<file path="src/hw/rtl/lcdseq_pkg.sv">
`timescale 1ns / 1ps

package lcdseq_pkg;

  // Command codes
  localparam logic [2:0] OP_INIT  = 3'd0;
  localparam logic [2:0] OP_PRINT = 3'd1;
  localparam logic [2:0] OP_MOVE  = 3'd2;
  localparam logic [2:0] OP_CLEAR = 3'd3;
  localparam logic [2:0] OP_RAW   = 3'd4;

  // Fixed timings in microseconds
  localparam logic [13:0] WAIT_PRINT = 14'd40;
  localparam logic [13:0] WAIT_MOVE  = 14'd50;
  localparam logic [13:0] WAIT_CLEAR = 14'd2000;

  // Fixed bytes
  localparam logic [7:0] LINE0_BASE = 8'h80;
  localparam logic [7:0] LINE1_BASE = 8'hC0;
  localparam logic [7:0] CLEAR_BYTE = 8'h01;

  // Six phases per byte: three per nibble
  localparam logic [2:0] BYTE_PHASES = 3'd6;

  // Power-on sequence is split into segments
  localparam int           InitSegs     = 9;
  localparam logic [3:0]   INIT_SEG_END = 4'(InitSegs - 1);

  // Command request
  typedef struct packed {
    logic [2:0]  opcode;
    logic [7:0]  byte_value;
    logic        register_select;
    logic [13:0] delay_us;
    logic        row;
    logic [5:0]  column;
  } cmd_req_t;

  // Pin phase request
  typedef struct packed {
    logic [3:0]  data_nibble;
    logic        rs_level;
    logic        enable_level;
    logic [13:0] wait_us;
    logic        last_phase;
  } phase_req_t;

  // One segment of the power-on sequence
  typedef struct packed {
    logic [7:0]  seg_byte;
    logic [13:0] seg_wait;
    logic [2:0]  seg_len;
  } init_seg_t;

  // Controller to datapath
  typedef struct packed {
    logic load;
    logic emit;
  } dp_cmd_t;

  // Datapath to controller
  typedef struct packed {
    logic op_known;
    logic done;
  } dp_status_t;

  // Power-on segments: settle, two single strobes of 0x3, then six bytes
  function automatic init_seg_t init_seg(input logic [3:0] idx);
    init_seg_t s;
    case (idx)
      4'd0:    s = '{8'h00, 14'd15000, 3'd1};
      4'd1:    s = '{8'h30, 14'd4100,  3'd3};
      4'd2:    s = '{8'h30, 14'd100,   3'd3};
      4'd3:    s = '{8'h32, 14'd100,   BYTE_PHASES};
      4'd4:    s = '{8'h28, 14'd40,    BYTE_PHASES};
      4'd5:    s = '{8'h08, 14'd50,    BYTE_PHASES};
      4'd6:    s = '{8'h01, 14'd1640,  BYTE_PHASES};
      4'd7:    s = '{8'h06, 14'd50,    BYTE_PHASES};
      4'd8:    s = '{8'h0C, 14'd50,    BYTE_PHASES};
      default: s = '{8'h00, 14'd0,     3'd1};
    endcase
    return s;
  endfunction

endpackage

</file>
<file path="src/hw/rtl/char_lcd_nibble_write_sequencer.sv">
`timescale 1ns / 1ps

// Character LCD write sequencer for a 4-bit data bus.
// Command channel (cmd_valid / cmd_stall / cmd): one request per LCD command:
// initialise, print character, move cursor, clear or raw write. Unknown
// opcodes are accepted and produce nothing.
// Phase channel (phase_valid / phase_stall / phase): one request per pin
// phase: data nibble, RS, E, hold time in microseconds and a last-phase flag.
// Each byte goes out high nibble first, three phases per nibble (set, E high,
// E low). Initialise produces 43 phases, every other command 6.
// After a command is taken, the state register enters run and the first phase is
// then registered into the output register; following phases come one per cycle
// while the receiver does not stall.
// A new command is taken once the final phase sits in the output register,
// even if that phase has not yet been taken.
// When the receiver stalls, the output register holds its phase and the
// sequencer waits; nothing is dropped.
// Reset (rst, synchronous) returns to idle and empties the output register.

module char_lcd_nibble_write_sequencer (
  input  logic                   clk,
  input  logic                   rst,
  input  logic                   cmd_valid,
  output logic                   cmd_stall,
  input  lcdseq_pkg::cmd_req_t   cmd,
  output logic                   phase_valid,
  input  logic                   phase_stall,
  output lcdseq_pkg::phase_req_t phase
);
  import lcdseq_pkg::*;

  dp_cmd_t    dp_cmd;
  dp_status_t dp_status;

  lcdseq_ctrl u_ctrl (
    .clk         (clk),
    .rst         (rst),
    .cmd_valid   (cmd_valid),
    .cmd_stall   (cmd_stall),
    .phase_valid (phase_valid),
    .phase_stall (phase_stall),
    .dp_cmd      (dp_cmd),
    .dp_status   (dp_status)
  );

  lcdseq_dp u_dp (
    .clk       (clk),
    .cmd       (cmd),
    .dp_cmd    (dp_cmd),
    .dp_status (dp_status),
    .phase     (phase)
  );

endmodule

</file>
<file path="src/hw/rtl/lcdseq_ctrl.sv">
`timescale 1ns / 1ps

module lcdseq_ctrl (
  input  logic                   clk,
  input  logic                   rst,
  input  logic                   cmd_valid,
  output logic                   cmd_stall,
  output logic                   phase_valid,
  input  logic                   phase_stall,
  output lcdseq_pkg::dp_cmd_t    dp_cmd,
  input  lcdseq_pkg::dp_status_t dp_status
);
  import lcdseq_pkg::*;

  localparam logic ST_IDLE = 1'b0;
  localparam logic ST_RUN  = 1'b1;

  logic state;
  logic state_next;
  logic out_valid;
  logic out_valid_next;
  logic accept;
  logic slot_free;

  // Take a request only between commands
  assign cmd_stall = (state != ST_IDLE);
  assign accept    = cmd_valid && (state == ST_IDLE);

  // Output slot is free when empty or being taken this cycle
  assign slot_free = !out_valid || !phase_stall;

  assign dp_cmd.load = accept && dp_status.op_known;
  assign dp_cmd.emit = (state == ST_RUN) && slot_free;

  // Advance the sequencer
  always_comb begin
    state_next = state;
    case (state)
      ST_IDLE: begin
        if (dp_cmd.load) state_next = ST_RUN;
      end
      ST_RUN: begin
        if (dp_cmd.emit && dp_status.done) state_next = ST_IDLE;
      end
      default: state_next = ST_IDLE;
    endcase
  end

  // Hold the output valid until taken
  always_comb begin
    if (dp_cmd.emit) begin
      out_valid_next = 1'b1;
    end else if (!phase_stall) begin
      out_valid_next = 1'b0;
    end else begin
      out_valid_next = out_valid;
    end
  end

  always_ff @(posedge clk) begin
    if (rst) begin
      state     <= ST_IDLE;
      out_valid <= 1'b0;
    end else begin
      state     <= state_next;
      out_valid <= out_valid_next;
    end
  end

  assign phase_valid = out_valid;

endmodule

</file>
<file path="src/hw/rtl/lcdseq_dp.sv">
`timescale 1ns / 1ps

module lcdseq_dp (
  input  logic                   clk,
  input  lcdseq_pkg::cmd_req_t   cmd,
  input  lcdseq_pkg::dp_cmd_t    dp_cmd,
  output lcdseq_pkg::dp_status_t dp_status,
  output lcdseq_pkg::phase_req_t phase
);
  import lcdseq_pkg::*;

  logic        is_init;
  logic [7:0]  cmd_byte;
  logic        cmd_rs;
  logic [13:0] cmd_wait;
  logic [3:0]  seg;
  logic [2:0]  step;
  phase_req_t  out_reg;

  logic [7:0]  load_byte;
  logic        load_rs;
  logic [13:0] load_wait;
  logic        op_known;

  init_seg_t   iseg;
  logic [7:0]  cur_byte;
  logic        cur_rs;
  logic [13:0] cur_wait;
  logic [2:0]  cur_len;
  logic        step_last;
  logic        seg_last;
  phase_req_t  cur_phase;

  // Decode the incoming command into one byte to send
  always_comb begin
    load_byte = cmd.byte_value;
    load_rs   = 1'b0;
    load_wait = cmd.delay_us;
    op_known  = 1'b1;
    case (cmd.opcode)
      OP_INIT: begin
        load_byte = 8'h00;
        load_wait = 14'd0;
      end
      OP_PRINT: begin
        load_rs   = 1'b1;
        load_wait = WAIT_PRINT;
      end
      OP_MOVE: begin
        load_byte = (cmd.row ? LINE1_BASE : LINE0_BASE) + {2'b00, cmd.column};
        load_wait = WAIT_MOVE;
      end
      OP_CLEAR: begin
        load_byte = CLEAR_BYTE;
        load_wait = WAIT_CLEAR;
      end
      OP_RAW: begin
        load_rs = cmd.register_select;
      end
      default: op_known = 1'b0;
    endcase
  end

  // Select the current segment: power-on table or the single loaded byte
  assign iseg = init_seg(seg);

  always_comb begin
    if (is_init) begin
      cur_byte = iseg.seg_byte;
      cur_rs   = 1'b0;
      cur_wait = iseg.seg_wait;
      cur_len  = iseg.seg_len;
    end else begin
      cur_byte = cmd_byte;
      cur_rs   = cmd_rs;
      cur_wait = cmd_wait;
      cur_len  = BYTE_PHASES;
    end
  end

  assign step_last = (step == cur_len - 3'd1);
  assign seg_last  = !is_init || (seg == INIT_SEG_END);

  // Build the pin phase: high nibble on the first three steps, E high mid-nibble
  always_comb begin
    cur_phase.data_nibble  = (step < 3'd3) ? cur_byte[7:4] : cur_byte[3:0];
    cur_phase.rs_level     = cur_rs;
    cur_phase.enable_level = (step == 3'd1) || (step == 3'd4);
    cur_phase.wait_us      = cur_wait;
    cur_phase.last_phase   = step_last && seg_last;
  end

  // Load the command, then step through phases and segments
  always_ff @(posedge clk) begin
    if (dp_cmd.load) begin
      is_init  <= (cmd.opcode == OP_INIT);
      cmd_byte <= load_byte;
      cmd_rs   <= load_rs;
      cmd_wait <= load_wait;
      seg      <= 4'd0;
      step     <= 3'd0;
    end else if (dp_cmd.emit) begin
      if (step_last) begin
        step <= 3'd0;
        seg  <= seg + 4'd1;
      end else begin
        step <= step + 3'd1;
      end
    end
  end

  // Hold the output request until replaced
  always_ff @(posedge clk) begin
    if (dp_cmd.emit) out_reg <= cur_phase;
  end

  assign phase              = out_reg;
  assign dp_status.op_known = op_known;
  assign dp_status.done     = step_last && seg_last;

endmodule
</file>
<file path="config.mk">
export PLATFORM = sky130hd
export DESIGN_NAME = char_lcd_nibble_write_sequencer
export DESIGN_NICKNAME = d
export VERILOG_FILES = /design/src/hw/rtl/lcdseq_pkg.sv /design/src/hw/rtl/char_lcd_nibble_write_sequencer.sv /design/src/hw/rtl/lcdseq_ctrl.sv /design/src/hw/rtl/lcdseq_dp.sv
export SDC_FILE = /design/constraint.sdc
export NUM_CORES = 1
export LEC_CHECK = 0
export BUFFER_PORTS_ARGS = -buffer_cell sky130_fd_sc_hd__clkbuf_2
export CORE_MARGIN = 2
export CORE_UTILIZATION = 55
export DETAILED_ROUTE_END_ITERATION = 7
export GPL_ROUTABILITY_DRIVEN = 1
export GPL_TIMING_DRIVEN = 0
export PLACE_DENSITY = 0.79
export RECOVER_POWER = 100
export SLEW_MARGIN = 10
export SYNTH_ARGS = -nofsm -noshare
export SYNTH_HDL_FRONTEND = slang
export SYNTH_HIERARCHICAL = 1
export SYNTH_SLANG_ARGS = --single-unit
export TNS_END_PERCENT = 20
</file>
<file path="constraint.sdc">
create_clock -name clk -period 8.1 [get_ports clk]
set_clock_uncertainty 0.1 [all_clocks]
set_input_delay 1.62 -clock clk [delete_from_list [all_inputs] [get_ports clk]]
set_output_delay 1.62 -clock clk [all_outputs]
set_load 0.05 [all_outputs]
</file>
# Word level (Yosys, flattened, before mapping)
# Memory sizes are Yosys's and may differ from the RTL's. A register that Yosys moved wholly into a read port is not among the register bits.
# Cells that the tools add are included.
[op_classes]
addsub = 4
n_mul = 0
div = 0
n_lt_le_gt_ge = 1
n_eq_ne = 9
shifts = 0
n_mux = 17
n_bitwise = 1
reduce_logical = 14
[op_table]
columns = ["operator", "n"]
rows = [
  ["14-bit one-hot mux with 4 select lines", 1],
  ["8-bit one-hot mux with 3 select lines", 1],
  ["14-bit 2-to-1 mux", 1],
  ["4-bit 2-to-1 mux", 3],
  ["8-bit by 6-bit adder with 8-bit output", 1],
  ["8-bit 2-to-1 mux", 1],
  ["7-bit 2-to-1 mux", 1],
  ["3-bit by 1-bit == test with 1-bit output (second input constant)", 2],
  ["3-bit by 2-bit == test with 1-bit output (second input constant)", 2],
  ["3-bit == test (second input constant)", 2],
  ["3-bit 2-to-1 mux", 2],
  ["1-bit logical AND", 5],
  ["1-bit 2-to-1 mux", 5],
  ["5-bit OR reduction", 1],
  ["4-bit by 1-bit adder with 4-bit output (second input constant)", 1],
  ["4-bit == test (second input constant)", 1],
  ["1-bit one-hot mux with 2 select lines", 2],
  ["3-bit by 1-bit adder with 3-bit output (second input constant)", 1],
  ["3-bit == test", 1],
  ["1-bit logical NOT", 3],
  ["3-bit logical NOT", 1],
  ["1-bit logical OR", 3],
  ["3-bit by 2-bit less-than comparator with 1-bit output (second input constant)", 1],
  ["3-bit by 1-bit subtractor with 3-bit output (second input constant)", 1],
  ["other kinds (3)", 3],
]
[totals]
ff_bits = 54
latch_bits = 0
ramBits = 0
rom_bits = 336
n_memories = 1
[memory_table]
columns = ["name", "words", "width", "rd", "rd_ports_with_merged_regs", "wr", "line_no", "source"]
rows = [
  ["(no name shown)", 16, 21, 1, 1, 0, "lcdseq_pkg.sv:70", "case (idx)"],
]

# Longest topological paths before layout
[depth]
depth_word = 7
mapped_depth = 12
depth_no_buf = 9

# Modules after synthesis
# The synthesis kept the hierarchy.
[modules_own_cells]
columns = ["module", "n_inst", "cells_per_inst", "area_per_inst_um2", "seq_area_each_um2"]
rows = [
  ["lcdseq_dp", 1, 247, 3064.2, 1831.8],
  ["lcdseq_ctrl", 1, 10, 100.1, 40.0],
]

# Least setup slack after synthesis
# OpenSTA, ideal clock, no wires.
[synth_timing]
kind = "input -> register"
from = "in cmd[30] in the netlist's numbering"
to = "reg u_dp/iseg[1] (netlist name)"
setup_time_ns = 0.129
arrival_ns = 4.361
t_required_ns = 7.871
setup_slack_ns = 3.510
stages = 11
path_cell_list = "clkbuf_1 -> o21ai_0 -> buf_4 -> nand2_1 -> nor2_1 -> clkbuf_1 -> nor2_1 -> mux2i_1 -> inv_1 -> nor2_1 -> a21oi_1"
[synth_lines]
columns = ["item", "line_no", "source"]
rows = [
  ["start: declaration", "char_lcd_nibble_write_sequencer.sv:25", "input lcdseq_pkg::cmd_req_t cmd,"],
]

==> reports/qor.csv <==
metric,value,unit
worst_hold_path_type,flop to flop,
critical_path.endpoint_type,flop,
pin_count_of_the_biggest_net_entering_global_routing,30,
sequential_fraction_of_the_synthesis_area,59.2,%
detail_route.vias_per_cell,5.24,
fp.coreArea,5540,um2
achievable_frequency,183,MHz
cts.clk_slew.worst_paths,0.07,ns
yosysTopAreaCellShare,42.7,%
finalWeightedCongestion,0.844,
cp_data_required_time,8.22,ns
drv_slew,30,
starting_drt_drc_count,103,
yosys_warnings,6,
cp_slowest_cell,nor2_1,
postCtsHoldBufs,0,
setup.worst_path.class,primary input to flop,
timing.critical_path.cells,"clkbuf_1, clkbuf_1, o21ai_0, buf_4, nand2_1, nor2_1, clkbuf_1, nor2_1, mux2i_1, inv_1, xnor2_1, nor2_1",
synth-seq-cells,71,
start_util,57.1,%
postCtsResizedCells,0,
initial_antenna_violation_count,0,
critPathArrivalTime,5.59,ns
cts.path.max_buffers,2,
critical_path.max_fanout,29,
synth_fp_nets,300,
setup_violations,0,
failed_checks,"capacitance limit, slew limit",
cts_tree,done,
power.ir.vdd_worst,0.000145,V
drtPass1Iterations,4,
power.leakage,1.45,nW
postLayoutCellArea,3660,um2
tritoncts.num_buffers,9,
synth-async-reset-ratio,0,%
instances_no_fill,403,
status,"finished, violations left",
num_vias,2113,
dp.final_hpwl,4360,um
synth_enable_flop_cells,45,
final_layout_size_suffix_gt1_share,20.8,%
min_period,5.47,ns
hold_viol_final,0,
synthDominantAreaCellType,edfxtp_1,
horiz_die_dim,79.9,um
post_synth_instance_area,3160,um2
postRouteAntennaNets,0,
timing.slew.headroom,-60.5,%
grt_util_all_layers,20.5,%
io_buffers,58,
crit_path_start_kind,primary input,
row_count,27,
insertedDiodeCount,0,
drcViolationCount,0,
die-height,79.9,um
residual_overflow_from_global_routing,0,
power_per_cell_area,248,nW/um2
post_synth.cell_area_avg,12.3,um2
grt_setup_unrepaired,false,
grt_pass1_wl,9540,um
die-area,6380,um2
timing.critical_path.slowest_cell_delay,1.75,ns
clock_sinks,71,
clock_insertion_delay_worst_skew,0.34,ns
top_area_cells_in_the_synthesized_netlist,"edfxtp_1, dfxtp_1, mux2_2",
holdWs,0.429,ns
totalNegativeSetupSlack,0,ns
synth_top_cells_by_count,"edfxtp_1, nand2_1, dfxtp_1, nor2_1, a21oi_1",
clk_root_buffer_cell,clkbuf_8,
worst_slew_pin_slew,2.40,ns
route.final.wire_length,6100,um
place.detailed.instances,387,
postPlaceCellArea,3550,um2
wire_per_inst,15.1,um
finalCritPeriodShare,67.5,%
total_power,0.908,mW
areaGrowthSynthToFinish,15.6,%
vias_in_the_first_global_route,2013,
fin_nets,369,
htreeDepth,3,
most_frequently_used_cell_type_in_the_post_synthesis_netlist,edfxtp_1,
syn-instance-count,257,
design.portCount,60,
drv.max_cap_violation_count,1,
synthFlopType,edfxtp_1,
synth.distinct_cells,46,
cts_setup_buffers,0,
==> sequential cells by signal (all words and copies together), names as in the netlist <==
| signal | flops |
|---|---|
| u_ctrl/cmd_stall | 1 |
| u_ctrl/phase_valid | 1 |
| u_dp/cmd_byte | 8 |
| u_dp/cmd_rs | 1 |
| u_dp/cmd_wait | 14 |
| u_dp/is_init | 1 |
| u_dp/iseg | 17 |
| u_dp/phase | 21 |
| u_dp/seg | 4 |
| u_dp/step | 3 |
==> report_power, final <==
part / internal (mW) / switching [mW]
Sequential: 0.425 / 0.0197
Clock: 0.173 / 0.130
Combinational: 0.0578 / 0.103
Total: 0.655 / 0.254
==> critical path, delay by kind of cell <==
family | cells | cell delay, ns
simple gates | 4 | 1.93
buf+inv | 5 | 1.25
mux | 1 | 0.40
compound gates | 1 | 0.20
xor+xnor | 1 | 0.18
==> cell usage in the layout (no fill, tap or decap), drive strengths merged, types with 10 or more instances in the layout <==
| cell | instances |
|---|---|
| o21ai | 12 |
| dfxtp | 26 |
| inv | 12 |
| nand2 | 30 |
| edfxtp | 45 |
| nor2 | 16 |
| mux2 | 10 |
| nor3 | 10 |
| a21oi | 11 |
| clkbuf | 77 |
==> routing by layer <==
metal | vias up | routed length [um] | GRT usage, % | share of wire [%]
met5 | - | 0 | 0 | 0
met4 | 0 | 103 | 8.31 | 1.7
met3 | 11 | 345 | 5.43 | 5.7
met2 | 68 | 3020 | 34.1 | 50
met1 | 982 | 2630 | 25.4 | 43
li1 | 1052 | - | - | -
==> final timing paths <==
check / start / end / slack, ns / cells past startpoint
worst min register to register: u_dp/iseg[4] / u_dp/phase[2] / 0.43 / 1
worst max register to register: u_ctrl/cmd_stall / u_dp/iseg[12] / 4.31 / 7
worst max-delay path: cmd[32] / u_dp/iseg[12] / 2.63 / 12
worst min-delay path: u_dp/iseg[4] / u_dp/phase[2] / 0.43 / 1
==> layout make-up <==
| class | count | area, um2 |
|---|---|---|
| buffer | 12 | 60.1 |
| clock buffer | 10 | 128 |
| clock inverter | 6 | 83.8 |
| fill | 432 | 1880 |
| inverter | 11 | 41.3 |
| multi-input combinational | 163 | 1120 |
| sequential | 71 | 1870 |
| tap | 72 | 90.1 |
| timing repair buffer | 58 | 259 |
==> metrics by stage <==
step	util (%)	worst slack [ns]
3_3_place_gp	64.0	2.51
3_5_place_dp	64.1	3.48
6_report	66.0	2.63
5_1_grt	66.0	2.38
2_1_floorplan	-	3.51
4_1_cts	67.9	3.84
==> logic make-up after synthesis <==
group	count (synthesis)	synth area share, %
AO/OA/AOI/OAI	42	9.89
XOR/XNOR	10	3.24
adder cells (fa/ha/maj)	6	2.37
buffers and inverters	23	3.44
flip-flops	71	59.2
multiplexers	18	7.67
AND/OR/NAND/NOR	87	14.2
Power figures use the tool's default switching activity.
